==> config.mk <==
export PLATFORM = sky130hd
export DESIGN_NAME = coprocessor_register_move_unit
export DESIGN_NICKNAME = d
export VERILOG_FILES = /design/src/hdl/cprm_pkg.sv /design/src/hdl/cprm_ram.sv /design/src/hdl/cprm_wq.sv /design/src/hdl/coprocessor_register_move_unit.sv
export SDC_FILE = /design/constraint.sdc
export NUM_CORES = 2
export LEC_CHECK = 0
export BUFFER_PORTS_ARGS = -buffer_cell sky130_fd_sc_hd__buf_2
export CORE_MARGIN = 5
export CORE_UTILIZATION = 35
export DETAILED_ROUTE_END_ITERATION = 10
export HOLD_SLACK_MARGIN = 0.15
export SETUP_SLACK_MARGIN = 0.05
export SLEW_MARGIN = 5
export SYNTH_ARGS = -nofsm -noshare
export SYNTH_HDL_FRONTEND = slang
export SYNTH_SLANG_ARGS = --single-unit
==> constraint.sdc <==
create_clock -name clock -period 6.9 [get_ports clock]
set_input_delay 0 -clock clock [delete_from_list [all_inputs] [get_ports clock]]
set_output_delay 0 -clock clock [all_outputs]
set_load 0.1 [all_outputs]
==> src/hdl/cprm_pkg.sv <==
// Shared types and constants for the coprocessor register move unit.
package cprm_pkg;

   localparam int unsigned REG_COUNT = 32;
   localparam int unsigned ADDR_W    = 5;
   localparam int unsigned DATA_W    = 64;
   localparam int unsigned HALF_W    = 32;

   // Instruction kinds carried on the request tuser.
   typedef enum logic [2:0] {
      KIND_TICK     = 3'd0,
      KIND_MF       = 3'd1,
      KIND_DMF      = 3'd2,
      KIND_MT       = 3'd3,
      KIND_DMT      = 3'd4,
      KIND_UNUSABLE = 3'd5,
      KIND_RESERVED = 3'd6,
      KIND_NOP      = 3'd7
   } kind_type;

   // Exception codes reported with each result item.
   typedef enum logic [1:0] {
      EXC_NONE     = 2'd0,
      EXC_UNUSABLE = 2'd1,
      EXC_RESERVED = 2'd2
   } exc_type;

   // Configuration register indexes.
   localparam logic [1:0] CSR_USABLE     = 2'd0;
   localparam logic [1:0] CSR_MODE_64    = 2'd1;
   localparam logic [1:0] CSR_RESERVED64 = 2'd2;

   // Write request into the pending slot.
   typedef struct packed {
      logic              valid;
      logic [ADDR_W-1:0] addr;
      logic [DATA_W-1:0] data;
   } wq_req_type;

   // Write of the delayed slot into the register file.
   typedef struct packed {
      logic              we;
      logic [ADDR_W-1:0] addr;
      logic [DATA_W-1:0] data;
   } commit_type;

endpackage

==> src/hdl/cprm_ram.sv <==
// Generic single-write, single-read RAM with registered read data.
module cprm_ram #(
   parameter int unsigned WIDTH = 64,
   parameter int unsigned DEPTH = 32
) (
   input  logic                     clock,
   input  logic                     we,
   input  logic [$clog2(DEPTH)-1:0] waddr,
   input  logic [WIDTH-1:0]         wdata,
   input  logic                     re,
   input  logic [$clog2(DEPTH)-1:0] raddr,
   output logic [WIDTH-1:0]         rdata
);

   logic [WIDTH-1:0] mem_ff [DEPTH];
   logic [WIDTH-1:0] rdata_ff;

   // Read returns the old contents when the same entry is written.
   always_ff @(posedge clock) begin
      if (we) begin
         mem_ff[waddr] <= wdata;
      end
      if (re) begin
         rdata_ff <= mem_ff[raddr];
      end
   end

   assign rdata = rdata_ff;

endmodule

==> src/hdl/cprm_wq.sv <==
// Two-slot write queue: pending slot, delayed slot and commit to the file.
module cprm_wq (
   input  logic                   clock,
   input  logic                   reset,
   input  logic                   advance,
   input  logic                   tick,
   input  cprm_pkg::wq_req_type   req,
   output cprm_pkg::commit_type   commit
);
   import cprm_pkg::*;

   logic              pend_valid_ff, pend_valid_in;
   logic [ADDR_W-1:0] pend_addr_ff, pend_addr_in;
   logic [DATA_W-1:0] pend_data_ff, pend_data_in;
   logic              dly_valid_ff, dly_valid_in;
   logic [ADDR_W-1:0] dly_addr_ff, dly_addr_in;
   logic [DATA_W-1:0] dly_data_ff, dly_data_in;

   always_comb begin
      pend_valid_in = pend_valid_ff;
      pend_addr_in  = pend_addr_ff;
      pend_data_in  = pend_data_ff;
      dly_valid_in  = dly_valid_ff;
      dly_addr_in   = dly_addr_ff;
      dly_data_in   = dly_data_ff;
      if (advance && tick) begin
         // shift pending into delayed, empty pending
         dly_valid_in  = pend_valid_ff;
         dly_addr_in   = pend_addr_ff;
         dly_data_in   = pend_data_ff;
         pend_valid_in = 1'b0;
      end else if (advance && req.valid) begin
         pend_valid_in = 1'b1;
         pend_addr_in  = req.addr;
         pend_data_in  = req.data;
         // a new write to the delayed index cancels the delayed write
         if (dly_valid_ff && (dly_addr_ff == req.addr)) begin
            dly_valid_in = 1'b0;
         end
      end
   end

   always_ff @(posedge clock) begin
      if (reset) begin
         pend_valid_ff <= 1'b0;
         dly_valid_ff  <= 1'b0;
      end else begin
         pend_valid_ff <= pend_valid_in;
         dly_valid_ff  <= dly_valid_in;
      end
      pend_addr_ff <= pend_addr_in;
      pend_data_ff <= pend_data_in;
      dly_addr_ff  <= dly_addr_in;
      dly_data_ff  <= dly_data_in;
   end

   assign commit.we   = advance & tick & dly_valid_ff;
   assign commit.addr = dly_addr_ff;
   assign commit.data = dly_data_ff;

endmodule

==> src/hdl/coprocessor_register_move_unit.sv <==
// Top level of the coprocessor register move unit: pipeline, file and result register.
//
// Usage:
//   The req channel takes one instruction item per cycle while req_tready is high:
//   tuser is the kind (tick, MF, DMF, MT, DMT, unusable op, reserved op, no-op),
//   tdata carries the coprocessor register, the general register and its value.
//   Every item yields exactly one rsp item with the exception code, the
//   general register load request and the moved value.
//   The csr channel writes the three status bits; it is always ready. The user must
//   write it only while the unit is idle; the unit itself does not enforce this.
//   A result passes through the execute stage and then the result register, which
//   drives rsp_tvalid; the accepting edge loads the execute stage and starts the
//   register file read. Throughput: one item per cycle while rsp_tready stays high,
//   set by the single read port of the register file; a commit on a tick is
//   forwarded to a read issued in the same cycle.
//   When rsp_tready is low the result register holds, the execute stage
//   holds behind it, and req_tready drops once both are full.
//   Reset clears the status bits, the write slots and the per-entry valid
//   bits, so every coprocessor register reads zero; no clearing pass runs.
module coprocessor_register_move_unit #(
   parameter int unsigned COPROCESSOR_NUMBER = 1
) (
   input  logic        clock,
   input  logic        reset,
   // request channel
   input  logic        req_tvalid,
   output logic        req_tready,
   input  logic [79:0] req_tdata,  // dest_reg[4:0], target_reg[9:5], gpr_value[73:10]
   input  logic [2:0]  req_tuser,  // kind[2:0]
   // result channel
   output logic        rsp_tvalid,
   input  logic        rsp_tready,
   output logic [71:0] rsp_tdata,  // gpr_index[4:0], gpr_data[68:5]
   output logic [2:0]  rsp_tuser,  // exception[1:0], gpr_write_valid[2]
   // configuration channel
   input  logic        csr_valid,
   output logic        csr_ready,
   input  logic [1:0]  csr_index,
   input  logic        csr_data
);
   import cprm_pkg::*;

   // status bits
   logic usable_ff, mode_64_ff, reserved_64_ff;

   // execute stage
   logic              s1_valid_ff, s1_valid_in;
   kind_type          s1_kind_ff;
   logic [ADDR_W-1:0] s1_dest_ff;
   logic [ADDR_W-1:0] s1_target_ff;
   logic [DATA_W-1:0] s1_gpr_ff;
   logic              byp_hit_ff;
   logic [DATA_W-1:0] byp_data_ff;
   logic              rd_ok_ff;

   // result register
   logic              rsp_valid_ff, rsp_valid_in;
   exc_type           rsp_exc_ff;
   logic              rsp_wvalid_ff;
   logic [ADDR_W-1:0] rsp_idx_ff;
   logic [DATA_W-1:0] rsp_data_ff;

   // per-entry written flags, clear means the entry reads zero
   logic [REG_COUNT-1:0] ent_valid_ff, ent_valid_in;

   logic              accept;
   logic              s1_adv;
   kind_type          req_kind;
   logic [ADDR_W-1:0] req_dest;
   logic [ADDR_W-1:0] raddr;
   logic              paired;
   logic [DATA_W-1:0] ram_rdata;
   logic [DATA_W-1:0] cop_value;
   commit_type        commit;
   wq_req_type        wq_req;

   exc_type           ex_exc;
   logic              ex_wvalid;
   logic [ADDR_W-1:0] ex_idx;
   logic [DATA_W-1:0] ex_data;
   logic [DATA_W-1:0] half_sel;

   assign paired = (COPROCESSOR_NUMBER != 0) && mode_64_ff;

   // ---------------- handshake ----------------
   assign s1_adv     = s1_valid_ff && (!rsp_valid_ff || rsp_tready);
   assign req_tready = !s1_valid_ff || s1_adv;
   assign accept     = req_tvalid && req_tready;
   assign csr_ready  = 1'b1;

   assign req_kind = kind_type'(req_tuser);
   assign req_dest = req_tdata[4:0];

   // MF and MT on a paired file read the even register of the pair
   always_comb begin
      raddr = req_dest;
      if (paired && ((req_kind == KIND_MF) || (req_kind == KIND_MT))) begin
         raddr = {req_dest[ADDR_W-1:1], 1'b0};
      end
   end

   // ---------------- register file ----------------
   cprm_ram #(
      .WIDTH (DATA_W),
      .DEPTH (REG_COUNT)
   ) u_file (
      .clock (clock),
      .we    (commit.we),
      .waddr (commit.addr),
      .wdata (commit.data),
      .re    (accept),
      .raddr (raddr),
      .rdata (ram_rdata)
   );

   cprm_wq u_wq (
      .clock   (clock),
      .reset   (reset),
      .advance (s1_adv),
      .tick    (s1_kind_ff == KIND_TICK),
      .req     (wq_req),
      .commit  (commit)
   );

   // forwarded commit wins, then a never-written entry reads zero
   always_comb begin
      if (byp_hit_ff) begin
         cop_value = byp_data_ff;
      end else if (rd_ok_ff) begin
         cop_value = ram_rdata;
      end else begin
         cop_value = '0;
      end
   end

   always_comb begin
      ent_valid_in = ent_valid_ff;
      if (commit.we) begin
         ent_valid_in[commit.addr] = 1'b1;
      end
   end

   // ---------------- execute ----------------
   always_comb begin
      ex_exc    = EXC_NONE;
      ex_wvalid = 1'b0;
      ex_idx    = '0;
      ex_data   = '0;
      wq_req    = '0;
      half_sel  = '0;
      case (s1_kind_ff)
         KIND_MF: begin
            if (!usable_ff) begin
               ex_exc = EXC_UNUSABLE;
            end else begin
               if (paired) begin
                  half_sel = s1_dest_ff[0] ? {{HALF_W{1'b0}}, cop_value[DATA_W-1:HALF_W]}
                                           : {{HALF_W{1'b0}}, cop_value[HALF_W-1:0]};
               end else begin
                  half_sel = cop_value;
               end
               // sign-extend bit 31 in 64-bit mode
               if (mode_64_ff) begin
                  ex_data = {{HALF_W{half_sel[HALF_W-1]}}, half_sel[HALF_W-1:0]};
               end else begin
                  ex_data = half_sel;
               end
               ex_wvalid = 1'b1;
               ex_idx    = s1_target_ff;
            end
         end
         KIND_DMF: begin
            if (!usable_ff) begin
               ex_exc = EXC_UNUSABLE;
            end else if (reserved_64_ff) begin
               ex_exc = EXC_RESERVED;
            end else begin
               ex_data   = cop_value;
               ex_wvalid = 1'b1;
               ex_idx    = s1_target_ff;
            end
         end
         KIND_MT: begin
            if (!usable_ff) begin
               ex_exc = EXC_UNUSABLE;
            end else begin
               wq_req.valid = 1'b1;
               if (paired) begin
                  // replace one half of the even register, keep the committed other half
                  wq_req.addr = {s1_dest_ff[ADDR_W-1:1], 1'b0};
                  if (s1_dest_ff[0]) begin
                     wq_req.data = {s1_gpr_ff[HALF_W-1:0], cop_value[HALF_W-1:0]};
                  end else begin
                     wq_req.data = {cop_value[DATA_W-1:HALF_W], s1_gpr_ff[HALF_W-1:0]};
                  end
               end else begin
                  wq_req.addr = s1_dest_ff;
                  wq_req.data = s1_gpr_ff;
               end
            end
         end
         KIND_DMT: begin
            if (!usable_ff) begin
               ex_exc = EXC_UNUSABLE;
            end else if (reserved_64_ff) begin
               ex_exc = EXC_RESERVED;
            end else begin
               wq_req.valid = 1'b1;
               wq_req.addr  = s1_dest_ff;
               wq_req.data  = s1_gpr_ff;
            end
         end
         KIND_UNUSABLE: begin
            ex_exc = EXC_UNUSABLE;
         end
         KIND_RESERVED: begin
            ex_exc = EXC_RESERVED;
         end
         default: begin
            // tick and no-op report nothing
         end
      endcase
   end

   // ---------------- stage control ----------------
   always_comb begin
      s1_valid_in = s1_valid_ff;
      if (accept) begin
         s1_valid_in = 1'b1;
      end else if (s1_adv) begin
         s1_valid_in = 1'b0;
      end
      rsp_valid_in = rsp_valid_ff;
      if (s1_adv) begin
         rsp_valid_in = 1'b1;
      end else if (rsp_tready) begin
         rsp_valid_in = 1'b0;
      end
   end

   always_ff @(posedge clock) begin
      if (reset) begin
         usable_ff      <= 1'b0;
         mode_64_ff     <= 1'b0;
         reserved_64_ff <= 1'b0;
         s1_valid_ff    <= 1'b0;
         rsp_valid_ff   <= 1'b0;
         ent_valid_ff   <= '0;
      end else begin
         if (csr_valid) begin
            case (csr_index)
               CSR_USABLE:     usable_ff      <= csr_data;
               CSR_MODE_64:    mode_64_ff     <= csr_data;
               CSR_RESERVED64: reserved_64_ff <= csr_data;
               default: begin
                  // unknown index: drop the write
               end
            endcase
         end
         s1_valid_ff  <= s1_valid_in;
         rsp_valid_ff <= rsp_valid_in;
         ent_valid_ff <= ent_valid_in;
      end
   end

   // payload registers
   always_ff @(posedge clock) begin
      if (accept) begin
         s1_kind_ff   <= req_kind;
         s1_dest_ff   <= req_dest;
         s1_target_ff <= req_tdata[9:5];
         s1_gpr_ff    <= req_tdata[73:10];
         // catch a commit to the entry being read in this same cycle
         byp_hit_ff   <= commit.we && (commit.addr == raddr);
         byp_data_ff  <= commit.data;
         rd_ok_ff     <= ent_valid_ff[raddr];
      end
      if (s1_adv) begin
         rsp_exc_ff    <= ex_exc;
         rsp_wvalid_ff <= ex_wvalid;
         rsp_idx_ff    <= ex_idx;
         rsp_data_ff   <= ex_data;
      end
   end

   assign rsp_tvalid = rsp_valid_ff;
   assign rsp_tuser  = {rsp_wvalid_ff, rsp_exc_ff};
   assign rsp_tdata  = {3'b000, rsp_data_ff, rsp_idx_ff};

   // ---------------- assertions ----------------
   a_commit_on_tick: assert property (@(posedge clock) disable iff (reset)
      commit.we |-> (s1_adv && (s1_kind_ff == KIND_TICK)))
      else $error("register file written outside an advancing tick");

   a_accept_fills: assert property (@(posedge clock) disable iff (reset)
      accept |=> s1_valid_ff)
      else $error("accepted item did not enter the execute stage");

   a_adv_result: assert property (@(posedge clock) disable iff (reset)
      s1_adv |=> rsp_valid_ff)
      else $error("advancing item produced no result");

   a_exc_no_load: assert property (@(posedge clock) disable iff (reset)
      (rsp_valid_ff && (rsp_exc_ff != EXC_NONE)) |-> !rsp_wvalid_ff)
      else $error("load requested together with an exception");

   a_stall_holds_s1: assert property (@(posedge clock) disable iff (reset)
      (s1_valid_ff && !s1_adv) |=> (s1_valid_ff && $stable(s1_kind_ff)))
      else $error("stalled execute stage lost its item");

endmodule

==> results.txt <==
- The run finished with clean final reports.
- Entering global routing, the biggest net connects 107 pins.
- Crit path time final: 4880 ps
- Power density cells: 283 nW/um^2
* Post-Syn Area: 94900 sq um
* Proportion of synthesized chip area in sequential cells: 78.8%
- Relative to the synthesized area, the layout overhead comes to 15.5%.
- Clock-pin slew was measured on the worst setup and hold paths at 70 ps.
- Clock tree from TritonCTS: done
* Number of cells on the worst hold path: 2
- The via count of the first global-routing pass is 51027.
- Synthesis produced a netlist whose cell count is 4955.
* Share of cells above drive strength 1: 18.4%
- Final Skew: 57.6 ps
- Total congestion overflow: 0
- Walking the worst path, the cells encountered are nor3_1 > nand2_1 > inv_4 > and3_1 > nand2_1 > nor2_4 > buf_4.
- IR drop worst, VDD: 329 uV
- The largest single stage delay on the critical path is 970 ps.
- Count of unique library cells instantiated by Yosys: 74
- Max-capacitance violation count: 0
- Boundary pin count: 169
- Path type of the worst min-delay path: primary input to flop
* Max Clock Freq: 205 MHz
- After detailed routing, the number of remaining DRC violations is 0.
* Sort of element at the start of the critical path: flop
- Number of cells traversed by the worst register-to-register path: 7
* Initial antenna violation count: 12
- Die ar.: 282000 sq um
- The cell that appears most often on the critical path is nand2_1.
- In this run the static leakage power is 35.4 nW.
* Yosys warns: 0
* Max-slew violation count: 0
* Largest buffer count on any clock path: 3
- Setup violations remaining at the end of the flow were counted as 0.
- GP Congestion: 0.791
- Tcrit/Tclk final: 70.7%
* Wire length per cell after detailed routing: 31.0 microns
* Via density: 5.72
- Leading register cell type out of synthesis: edfxtp_1
* Required time reported for the critical path endpoint: 7390 ps
- In the layout the commonest cells are edfxtp_1 (2465), nand2_1 (410), mux4_2 (311).
* Worst-Skew Late Latency: 910 ps
- The detailed router finished its first iteration with 6064 violations.
* Clk sinks: 2504
* Number of failing hold endpoints at the final stage: 0
* Die boundary height: 531 microns
- For the final routed database, the setup TNS stands at 0 ps.
- Worst Max-Slew Pin Slew: 1460 ps
- Across all layers, the routed design uses 52040 vias.
- For this design, the slowest cell found on the critical path is nor2_4.
* Number of flops mapped to enable cells by yosys: 2465
* #FFs+latches synth: 2504
- In this run the remaining antenna-violating nets after routing total 0.
- Worst-path maximum fanout: 35
- From left edge to right edge, the die measures 531 microns.
- Port Buffers: 158
* Max-slew headroom: 1.87%
- The first global-routing pass estimated 392000 microns of wire.
- The HPWL after detailed placement is 148000 microns.
- Once layout is complete, the utilization of the core stands at 40.6%.
- First-pass iteration count of the detailed router: 8
- After detailed routing, the total wire length is 282000 microns.
- The library cell used most frequently in the layout, excluding fill and tap cells, is edfxtp_1.
* Post-synthesis average cell area: 19.1 sq um
- Post-CTS Setup Inserts: 0
* Number of nets in the layout: 5428
* Classification of the worst setup path: flop to flop
* Overall track demand over capacity in global routing: 19.6%
- Clock buffers created by TritonCTS: 226
- Setup repair after global routing left no endpoint under its margin.
- Placement row count: 191
- Data arrival time of the critical path: 5370 ps
- For this configuration, the core starts out at a cell density of 35.1%.
* Cell at the root of the clock tree: clkbuf_16
- Ys async rst share: 0%
* Area of the core region: 270000 sq um
* Clock H-tree levels: 4
* Critical Path Sink Type: flop
[final timing paths]
check                           slack [ps]                         endpoint                             from
worst max-delay path                  2020  u_file.mem_ff[13][56]$_DFFE_PP_          s1_kind_ff[2]$_DFFE_PP_
worst min-delay path                   280          s1_dest_ff[3]$_DFFE_PP_                     req_tdata[3]
worst max register to register        2020  u_file.mem_ff[13][56]$_DFFE_PP_          s1_kind_ff[2]$_DFFE_PP_
worst min register to register         390   u_wq.dly_data_ff[32]$_DFFE_PP_  u_wq.pend_data_ff[32]$_DFFE_PP_
[cell type report]
type	instances	area [sq um]
Tap cell	3570	4470
Inverter	8	32.5
Multi-Input combinational cell	2135	18700
Antenna cell	9	22.5
Fill cell	23709	161000
Clock inverter	141	1640
Clock buffer	274	5900
Sequential cell	2504	74800
Timing Repair Buffer	462	4020
[kinds of logic after synthesis]
family,share of synthesized area [%]
buffers and inverters,1.81
XOR/XNOR,0.0923
multiplexers,9.49
other,0.00792
flip-flops,78.8
AO/OA/AOI/OAI,5.85
AND/OR/NAND/NOR,3.92
[metrics by stage]
stage	hold WS, ps	power, mW	cells	instance area, sq um	worst slack (ps)
4_1_cts	211	31.2	9094	110000	2090
3_3_place_gp	179	18.4	8507	100000	2320
3_5_place_dp	178	18.4	8507	100000	2140
5_1_grt	241	31.9	9100	110000	2020
6_report	282	31.0	9103	110000	2020
2_1_floorplan	98.9	17.9	4957	94900	622
[synth_stat cells, types with 37 or more instances]
| cell type | instances | area share [%] |
|---|---|---|
| a2111oi_0 | 37 | 0.34 |
| a211oi_1 | 70 | 0.55 |
| a21oi_1 | 97 | 0.51 |
| a22oi_1 | 99 | 0.78 |
| and3_1 | 61 | 0.40 |
| buf_2 | 55 | 0.29 |
| clkbuf_1 | 169 | 0.67 |
| dfxtp_1 | 39 | 0.82 |
| edfxtp_1 | 2465 | 78 |
| mux2i_1 | 186 | 2.0 |
| mux4_2 | 311 | 7.4 |
| nand2_1 | 412 | 1.6 |
| nand3_1 | 104 | 0.55 |
| nor2_1 | 106 | 0.42 |
| o21ai_0 | 143 | 0.75 |
| o221ai_1 | 44 | 0.41 |
| o22ai_1 | 91 | 0.60 |
[power breakdown]
| group | switching [mW] | leakage, nW | internal [mW] |
|---|---|---|---|
| registers | 0.116 | 23.4 | 16.7 |
| logic | 0.921 | 8.31 | 0.481 |
| clock network | 5.59 | 3.68 | 7.28 |
| total | 6.62 | 35.4 | 24.4 |
[flip-flops by register name (all words and copies together) (netlist names), 2 cells and up]
signal             count
s1_gpr_ff             64
u_wq.pend_data_ff     64
u_wq.dly_addr_ff       5
s1_target_ff           5
rsp_exc_ff             2
ent_valid_ff          32
s1_kind_ff             3
u_wq.pend_addr_ff      5
rsp_data_ff           64
byp_data_ff           64
u_wq.dly_data_ff      64
s1_dest_ff             5
u_file.rdata          64
u_file.mem_ff       2048
rsp_idx_ff             5
[critical path, delay by kind of cell (launching register included)]
kind / cells / cell delay [ps]
buffers and inverters: 2 / 1260
AND/OR/NAND/NOR: 5 / 2630
flip-flops: 1 / 530
[layer usage]
metal  track usage (%)  routed length, microns  vias up
met5                 0                      13        -
met2              32.1                  136000     2890
met3              4.02                   26000      593
met1              25.0                  105000    27502
li1                  -                       -    21053
met4              9.47                   15200        2
[repair_timing]
action | 4_1_cts | 5_1_grt
hold buffers | 172 | 0
resized for setup | 0 | 0
hold endpoints to repair | 266 | 0
setup endpoints to repair | 0 | 0
No activity file was read; power rests on OpenSTA's default activity.
